`src/sv/hct_pkg.sv`:
```
// Shared types and constants for the handheld console timer.
// Holds register addresses, control bit positions and the rate table.
// No dependencies.
package hct_pkg;

   localparam logic [15:0] ADDR_DIV = 16'hFF04;
   localparam logic [15:0] ADDR_TMA = 16'hFF06;
   localparam logic [15:0] ADDR_TAC = 16'hFF07;

   localparam int CTRL_ENABLE_BIT = 2;
   localparam logic [2:0] CTRL_MASK = 3'h7;

   localparam logic [1:0] RATE_1024 = 2'b00;
   localparam logic [1:0] RATE_16   = 2'b01;
   localparam logic [1:0] RATE_64   = 2'b10;
   localparam logic [1:0] RATE_256  = 2'b11;

   // One decoded transaction as it leaves the input register.
   typedef struct packed {
      logic       tick;
      logic       wr_div;
      logic       wr_tma;
      logic       wr_tac;
      logic [7:0] cycles;
      logic [7:0] data;
   } hct_cmd_type;

   function automatic logic [15:0] rate_period(input logic [1:0] rate);
      logic [15:0] period;
      case (rate)
         RATE_1024: period = 16'd1024;
         RATE_16:   period = 16'd16;
         RATE_64:   period = 16'd64;
         default:   period = 16'd256;
      endcase
      return period;
   endfunction

endpackage

```
`src/sv/hct_div_unit.sv`:
```
// Divider register and its cycle accumulator.
// Depends on hct_pkg for the decoded transaction type.
module hct_div_unit
   import hct_pkg::*;
#(
   parameter int DIV_PERIOD = 256
) (
   input  logic        clock,
   input  logic        reset,
   input  logic        advance,
   input  hct_cmd_type cmd,
   output logic [7:0]  div_next
);

   // Below 255 the accumulator can grow without bound, so it then wraps at 32 bits.
   localparam int ACC_W = (DIV_PERIOD >= 255) ? $clog2(DIV_PERIOD + 256) : 32;
   localparam logic [ACC_W-1:0] PERIOD = ACC_W'(DIV_PERIOD);

   logic [7:0]       div_ff, div_in;
   logic [ACC_W-1:0] acc_ff, acc_in;
   logic [ACC_W-1:0] sum;

   always_comb begin
      sum    = acc_ff + ACC_W'(cmd.cycles);
      div_in = div_ff;
      acc_in = acc_ff;
      if (cmd.tick) begin
         if (sum >= PERIOD) begin
            acc_in = sum - PERIOD;
            div_in = div_ff + 8'd1;
         end else begin
            acc_in = sum;
         end
      end else if (cmd.wr_div) begin
         div_in = 8'd0;
      end
   end

   always_ff @(posedge clock) begin
      if (reset) begin
         div_ff <= '0;
         acc_ff <= '0;
      end else if (advance) begin
         div_ff <= div_in;
         acc_ff <= acc_in;
      end
   end

   assign div_next = div_in;

endmodule

```
`src/sv/hct_tima_unit.sv`:
```
// Timer counter, modulo and control registers with the counter accumulator.
// Depends on hct_pkg for the transaction type, control bits and rate table.
module hct_tima_unit
   import hct_pkg::*;
(
   input  logic        clock,
   input  logic        reset,
   input  logic        advance,
   input  hct_cmd_type cmd,
   output logic [7:0]  tima_next,
   output logic [7:0]  tma_next,
   output logic [2:0]  control_next,
   output logic        irq_next
);

   logic [7:0]  tima_ff, tima_in;
   logic [15:0] acc_ff, acc_in;
   logic [7:0]  tma_ff, tma_in;
   logic [2:0]  ctrl_ff, ctrl_in;
   logic        irq;
   logic [16:0] sum;
   logic [15:0] sat;
   logic [15:0] period;

   always_comb begin
      sum     = {1'b0, acc_ff} + 17'(cmd.cycles);
      sat     = sum[16] ? 16'hFFFF : sum[15:0];
      period  = rate_period(ctrl_ff[1:0]);
      tima_in = tima_ff;
      acc_in  = acc_ff;
      tma_in  = tma_ff;
      ctrl_in = ctrl_ff;
      irq     = 1'b0;
      if (cmd.tick) begin
         if (ctrl_ff[CTRL_ENABLE_BIT]) begin
            if (sat >= period) begin
               acc_in = sat - period;
               if (tima_ff == 8'hFF) begin
                  tima_in = tma_ff;
                  irq     = 1'b1;
               end else begin
                  tima_in = tima_ff + 8'd1;
               end
            end else begin
               acc_in = sat;
            end
         end
      end else if (cmd.wr_tma) begin
         tma_in = cmd.data;
      end else if (cmd.wr_tac) begin
         ctrl_in = cmd.data[2:0] & CTRL_MASK;
      end
   end

   always_ff @(posedge clock) begin
      if (reset) begin
         tima_ff <= '0;
         acc_ff  <= '0;
         tma_ff  <= '0;
         ctrl_ff <= '0;
      end else if (advance) begin
         tima_ff <= tima_in;
         acc_ff  <= acc_in;
         tma_ff  <= tma_in;
         ctrl_ff <= ctrl_in;
      end
   end

   assign tima_next    = tima_in;
   assign tma_next     = tma_in;
   assign control_next = ctrl_in;
   assign irq_next     = irq;

endmodule

```
`src/sv/handheld_console_timer_core.sv`:
```
// Top level of the handheld console timer: input register, decode and result register.
// Depends on hct_pkg, hct_div_unit and hct_tima_unit.
//
// Each request transaction either advances time by a number of cycles
// (req_tuser low) or writes the divider, modulo or control register
// (req_tuser high). Every request yields exactly one response transaction
// carrying the register values after that request and the overflow flag.
// A request is held in the input register and the state update is
// computed from it into the result register, which drives rsp_tvalid.
// One request is taken every cycle while the receiver keeps up; the rate is
// set by the combinational accumulator add, saturate and compare path.
// If the receiver stalls, the result register holds its response and the
// input register keeps one more request, after which req_tready falls.
// Reset clears all timer state to zero (timer disabled, rate code RATE_1024)
// and empties both registers.
module handheld_console_timer_core
   import hct_pkg::*;
#(
   parameter int DIV_PERIOD = 256
) (
   input  logic        clock,
   input  logic        reset,
   input  logic        req_tvalid,
   output logic        req_tready,
   input  logic [31:0] req_tdata,  // cycles[7:0], address[23:8], data[31:24]
   input  logic        req_tuser,  // func[0]
   output logic        rsp_tvalid,
   input  logic        rsp_tready,
   output logic [31:0] rsp_tdata   // div_value[7:0], tima_value[15:8], tma_value[23:16],
                                   // control_value[26:24], timer_irq[27], zero[31:28]
);

   logic        in_valid_ff, in_valid_in;
   logic [31:0] in_data_ff;
   logic        in_func_ff;
   logic        out_valid_ff, out_valid_in;
   logic [31:0] out_data_ff;
   logic        advance;
   hct_cmd_type cmd;
   logic [15:0] address;
   logic [7:0]  div_next, tima_next, tma_next;
   logic [2:0]  control_next;
   logic        irq_next;

   assign advance    = in_valid_ff && (!out_valid_ff || rsp_tready);
   assign req_tready = !in_valid_ff || advance;

   always_comb begin
      address    = in_data_ff[23:8];
      cmd.tick   = !in_func_ff;
      cmd.wr_div = in_func_ff && (address == ADDR_DIV);
      cmd.wr_tma = in_func_ff && (address == ADDR_TMA);
      cmd.wr_tac = in_func_ff && (address == ADDR_TAC);
      cmd.cycles = in_data_ff[7:0];
      cmd.data   = in_data_ff[31:24];
   end

   hct_div_unit #(
      .DIV_PERIOD(DIV_PERIOD)
   ) u_div (
      .clock   (clock),
      .reset   (reset),
      .advance (advance),
      .cmd     (cmd),
      .div_next(div_next)
   );

   hct_tima_unit u_tima (
      .clock       (clock),
      .reset       (reset),
      .advance     (advance),
      .cmd         (cmd),
      .tima_next   (tima_next),
      .tma_next    (tma_next),
      .control_next(control_next),
      .irq_next    (irq_next)
   );

   always_comb begin
      in_valid_in = in_valid_ff;
      if (req_tvalid && req_tready) begin
         in_valid_in = 1'b1;
      end else if (advance) begin
         in_valid_in = 1'b0;
      end
      out_valid_in = out_valid_ff;
      if (advance) begin
         out_valid_in = 1'b1;
      end else if (rsp_tready) begin
         out_valid_in = 1'b0;
      end
   end

   always_ff @(posedge clock) begin
      if (reset) begin
         in_valid_ff  <= 1'b0;
         out_valid_ff <= 1'b0;
      end else begin
         in_valid_ff  <= in_valid_in;
         out_valid_ff <= out_valid_in;
      end
   end

   always_ff @(posedge clock) begin
      if (req_tvalid && req_tready) begin
         in_data_ff <= req_tdata;
         in_func_ff <= req_tuser;
      end
      if (advance) begin
         out_data_ff <= {4'b0000, irq_next, control_next, tma_next, tima_next, div_next};
      end
   end

   assign rsp_tvalid = out_valid_ff;
   assign rsp_tdata  = out_data_ff;

endmodule

```
`config.mk`:
```
export PLATFORM = sky130hd
export DESIGN_NAME = handheld_console_timer_core
export DESIGN_NICKNAME = d
export VERILOG_FILES = /design/src/sv/hct_pkg.sv /design/src/sv/hct_div_unit.sv /design/src/sv/hct_tima_unit.sv /design/src/sv/handheld_console_timer_core.sv
export SDC_FILE = /design/constraint.sdc
export NUM_CORES = 1
export LEC_CHECK = 0
export BUFFER_PORTS_ARGS = -buffer_cell sky130_fd_sc_hd__buf_2
export CAP_MARGIN = 20
export CORE_AREA = 2 2 154 96
export CTS_BUF_LIST = sky130_fd_sc_hd__clkbuf_8
export DETAILED_ROUTE_END_ITERATION = 8
export DIE_AREA = 0 0 156 98
export HOLD_SLACK_MARGIN = 0.06
export PLACE_DENSITY = 0.66
export RECOVER_POWER = 100
export SLEW_MARGIN = 20
export SYNTH_ARGS = -nofsm -noshare
export SYNTH_HDL_FRONTEND = slang
export SYNTH_HIERARCHICAL = 1
export SYNTH_SLANG_ARGS = --single-unit
```
`constraint.sdc`:
```
create_clock -name clock -period 4 [get_ports clock]
set_clock_uncertainty 0.15 [all_clocks]
set_input_delay 0.2 -clock clock [delete_from_list [all_inputs] [get_ports clock]]
set_output_delay 0.2 -clock clock [all_outputs]
set_load 0.005 [all_outputs]
```
==> flow_summary.ini <==
[placement]
dp_cells = 863
detailed_place_hpwl_um = 11000
dpl_cell_area_mm2 = 0.00701
portBuffers = 66
routabilityCongestion = 0.872

[clock_network]
clkSinkCount = 114
root_buffer = clkbuf_8
clk_pin_slew_worst_paths_ps = 80
cts_buffers = 17
clk_latency_ps = 430
clock_path_buffers = 2
htree_levels = 4
cts_tree = yes

[synthesis]
synthFlopType = edfxtp_1
yosysWarnings = 6
netlist_instances = 589
ys_ff_latch = 114
seq_area_frac_synth = 0.473
synth_edf_count = 61
ys_types = 81
postSynthAreaPerCell_um2 = 10.4
async_flop_share = 0
synth_area_mm2 = 0.00612

[critical_path]
path_class = reg2reg
required_ps = 4170
start_kind = flop
cp-end-kind = flop
worstSetupPathDepth = 19
crit_path_max_incr_delay_ps = 440
critPathArrivalTime_ps = 4290
rr_worst_depth = 19
cpLargestDelayFamily = compound AO/OA/AOI/OAI gates
cp_max_fo = 6
rrSetupSlack_ps = -110
path_cells = ha_4, fa_2, a211oi_2, o211a_1, a21oi_4, a22o_1, ha_4, nand2_2, nor3_2, nand4_1, or3_4, nor4_4, buf_4, nor2_4, buf_6, a21oi_4, buf_4, mux2i_1, nor2_1
path_buf_inv = 3
cpMaxStageDelayCell = edfxtp_1

[timing]
slew_violations = 0
rsz0062_at_grt = yes
fin_ws_ps = -114
min_period_over_period = 1.03
hold_violations = 0
setup_tns_ps = -1450
period_needed_ps = 4110
setup_viol = 26
fmax_ghz = 0.243
slew_headroom = 0.0740
max_slew.worst_pin.slew_ps = 1390

[routing]
dr.first_iter.drc_count = 373
drc = 0
routed_wl_um = 16600
wl_per_cell_um = 17.3
ant_nets = 0
firstDrtPassIters = 7
num_vias = 5372
viasPerCell = 5.60

[finish]
layout_common_cells = buf_4, edfxtp_1, dfxtp_1
n_antenna_cell = 0
area_growth_pct = 35.2
final_cells = 960
mostFrequentLayoutCell = buf_4
finalNetCount = 829
fillers = 1161
drive_gt1_frac = 0.299
fin_area_mm2 = 0.00827

[die]
die_area_mm2 = 0.0153
dieHeight_um = 98
coreArea_mm2 = 0.0140
initial_core_util = 0.437
placementRows = 34
num_io_pins = 71
die_w_um = 156

[global_route]
grt_pass1_vias = 5264
antenna_found_initial = 0
gr-usage-all-layers = 0.215
grt_overflow_total = 0
grt_pass1_wl_um = 26000
grt_max_degree = 54

[status]
status = complete, but fails checks
violations = negative setup slack

[pwr]
power_density_mw_per_mm2 = 316
finalPower_w = 0.00262
ir_worst_vdd_mv = 0.167
p_leak_nw = 3.21

[hold_path]
whs_path_depth = 2
hold_class = reg2reg

[run]
timing.max_cap.violations = 0
worst register-to-register path: cells and delay by family, from the launching register on:
kind                     cells  cell delay, ps
adder cells (fa/ha/maj)      3             850
flip-flops                   1             440
multiplexers                 1             210
AND/OR/NAND/NOR              7             850
AO/OA/AOI/OAI                5             990
buffers and inverters        3             530
metal layers:
layer	track usage	part of all wire	wire [um]
met5	0	0	0
met4	0.0550	0.0083	138
met3	0.0493	0.055	918
met2	0.340	0.46	7700
met1	0.300	0.47	7820
state kept, by name (all words and copies together) (netlist names):
name            cells
u_tima/ctrl_ff      3
u_div/div_ff        8
in_valid_ff         1
u_tima/acc_ff      16
in_data_ff         32
rsp_tvalid          1
u_tima/tma_ff       8
rsp_tdata          28
in_func_ff          1
u_tima/tima_ff      8
u_div/acc_ff        8
stage by stage:
step	util	worst slack, ps	hold slack [ps]
2_1_floorplan	-	-181	119
3_3_place_gp	0.501	-229	226
3_5_place_dp	0.501	-381	228
4_1_cts	0.572	-49.8	297
5_1_grt	0.591	-288	301
6_report	0.591	-114	317
layout make-up:
type | instances | area (um^2) | area share
multi-input combinational | 439 | 3380 | 0.409
sequential | 114 | 2890 | 0.350
timing repair buffer | 181 | 1320 | 0.159
clock buffer | 17 | 234 | 0.0283
tap | 180 | 225 | 0.0272
clock inverter | 15 | 169 | 0.0204
inverter | 14 | 52.6 | 0.00635
synth_stat cells, types with 3 or more instances:
library cell | instances | share of area
a211oi_1 | 12 | 0.015
a21o_1 | 8 | 0.0098
xnor2_1 | 8 | 0.011
xor2_1 | 8 | 0.011
nand2b_1 | 8 | 0.0082
nor4_1 | 3 | 0.0031
o211ai_1 | 8 | 0.0098
a21oi_1 | 40 | 0.033
mux2_2 | 12 | 0.022
nor3_1 | 12 | 0.0098
nand4_1 | 10 | 0.010
buf_4 | 5 | 0.0061
a311oi_1 | 5 | 0.0072
and2_1 | 6 | 0.0061
nand3b_1 | 5 | 0.0061
a21boi_0 | 3 | 0.0037
dfxtp_1 | 53 | 0.17
or3_1 | 4 | 0.0041
mux2i_1 | 23 | 0.038
edfxtp_1 | 61 | 0.30
o21ai_0 | 15 | 0.012
ha_1 | 23 | 0.047
o21a_1 | 5 | 0.0061
inv_1 | 14 | 0.0086
nor2_1 | 45 | 0.028
nor2b_1 | 9 | 0.0092
nand2_1 | 46 | 0.028
or4_1 | 3 | 0.0037
a31oi_1 | 12 | 0.012
o31ai_1 | 4 | 0.0049
nand3_1 | 16 | 0.013
and4_1 | 3 | 0.0043
and3_1 | 16 | 0.016
or2_2 | 3 | 0.0031
clkbuf_1 | 16 | 0.0098
a211oi_2 | 5 | 0.010
path summary, 6_finish.rpt:
check | endpoint | start
worst min register to register | u_div/acc_ff[0] | u_div/acc_ff[0]
worst min-delay path | u_div/acc_ff[0] | u_div/acc_ff[0]
worst max-delay path | u_tima/tima_ff[7] | in_data_ff[0]
worst max register to register | u_tima/tima_ff[7] | in_data_ff[0]
repair_timing:
action                     in CTS  in global routing
setup buffers                  11                 15
resized for setup              20                 37
gates cloned                    2                  0
setup endpoints to repair      28                 29
pin swaps                      20                 26
hold buffers                   36                  1
hold endpoints to repair       35                  8
power by group:
group / leakage (nW) / switching, W / internal [W]
Sequential: 1.01 / 0.0000167 / 0.00127
Clock: 0.205 / 0.000537 / 0.000571
Combinational: 2.00 / 0.000116 / 0.000105
Total: 3.21 / 0.000670 / 0.00195
cells by family after synthesis:
family	share of synthesized area
compound gates	0.185
xor+xnor	0.0229
fa+ha+maj	0.0536
buf+inv	0.0293
flops	0.473
mux	0.0616
other cells	0.000613
simple gates	0.174
(Power assumes the default switching activity.)
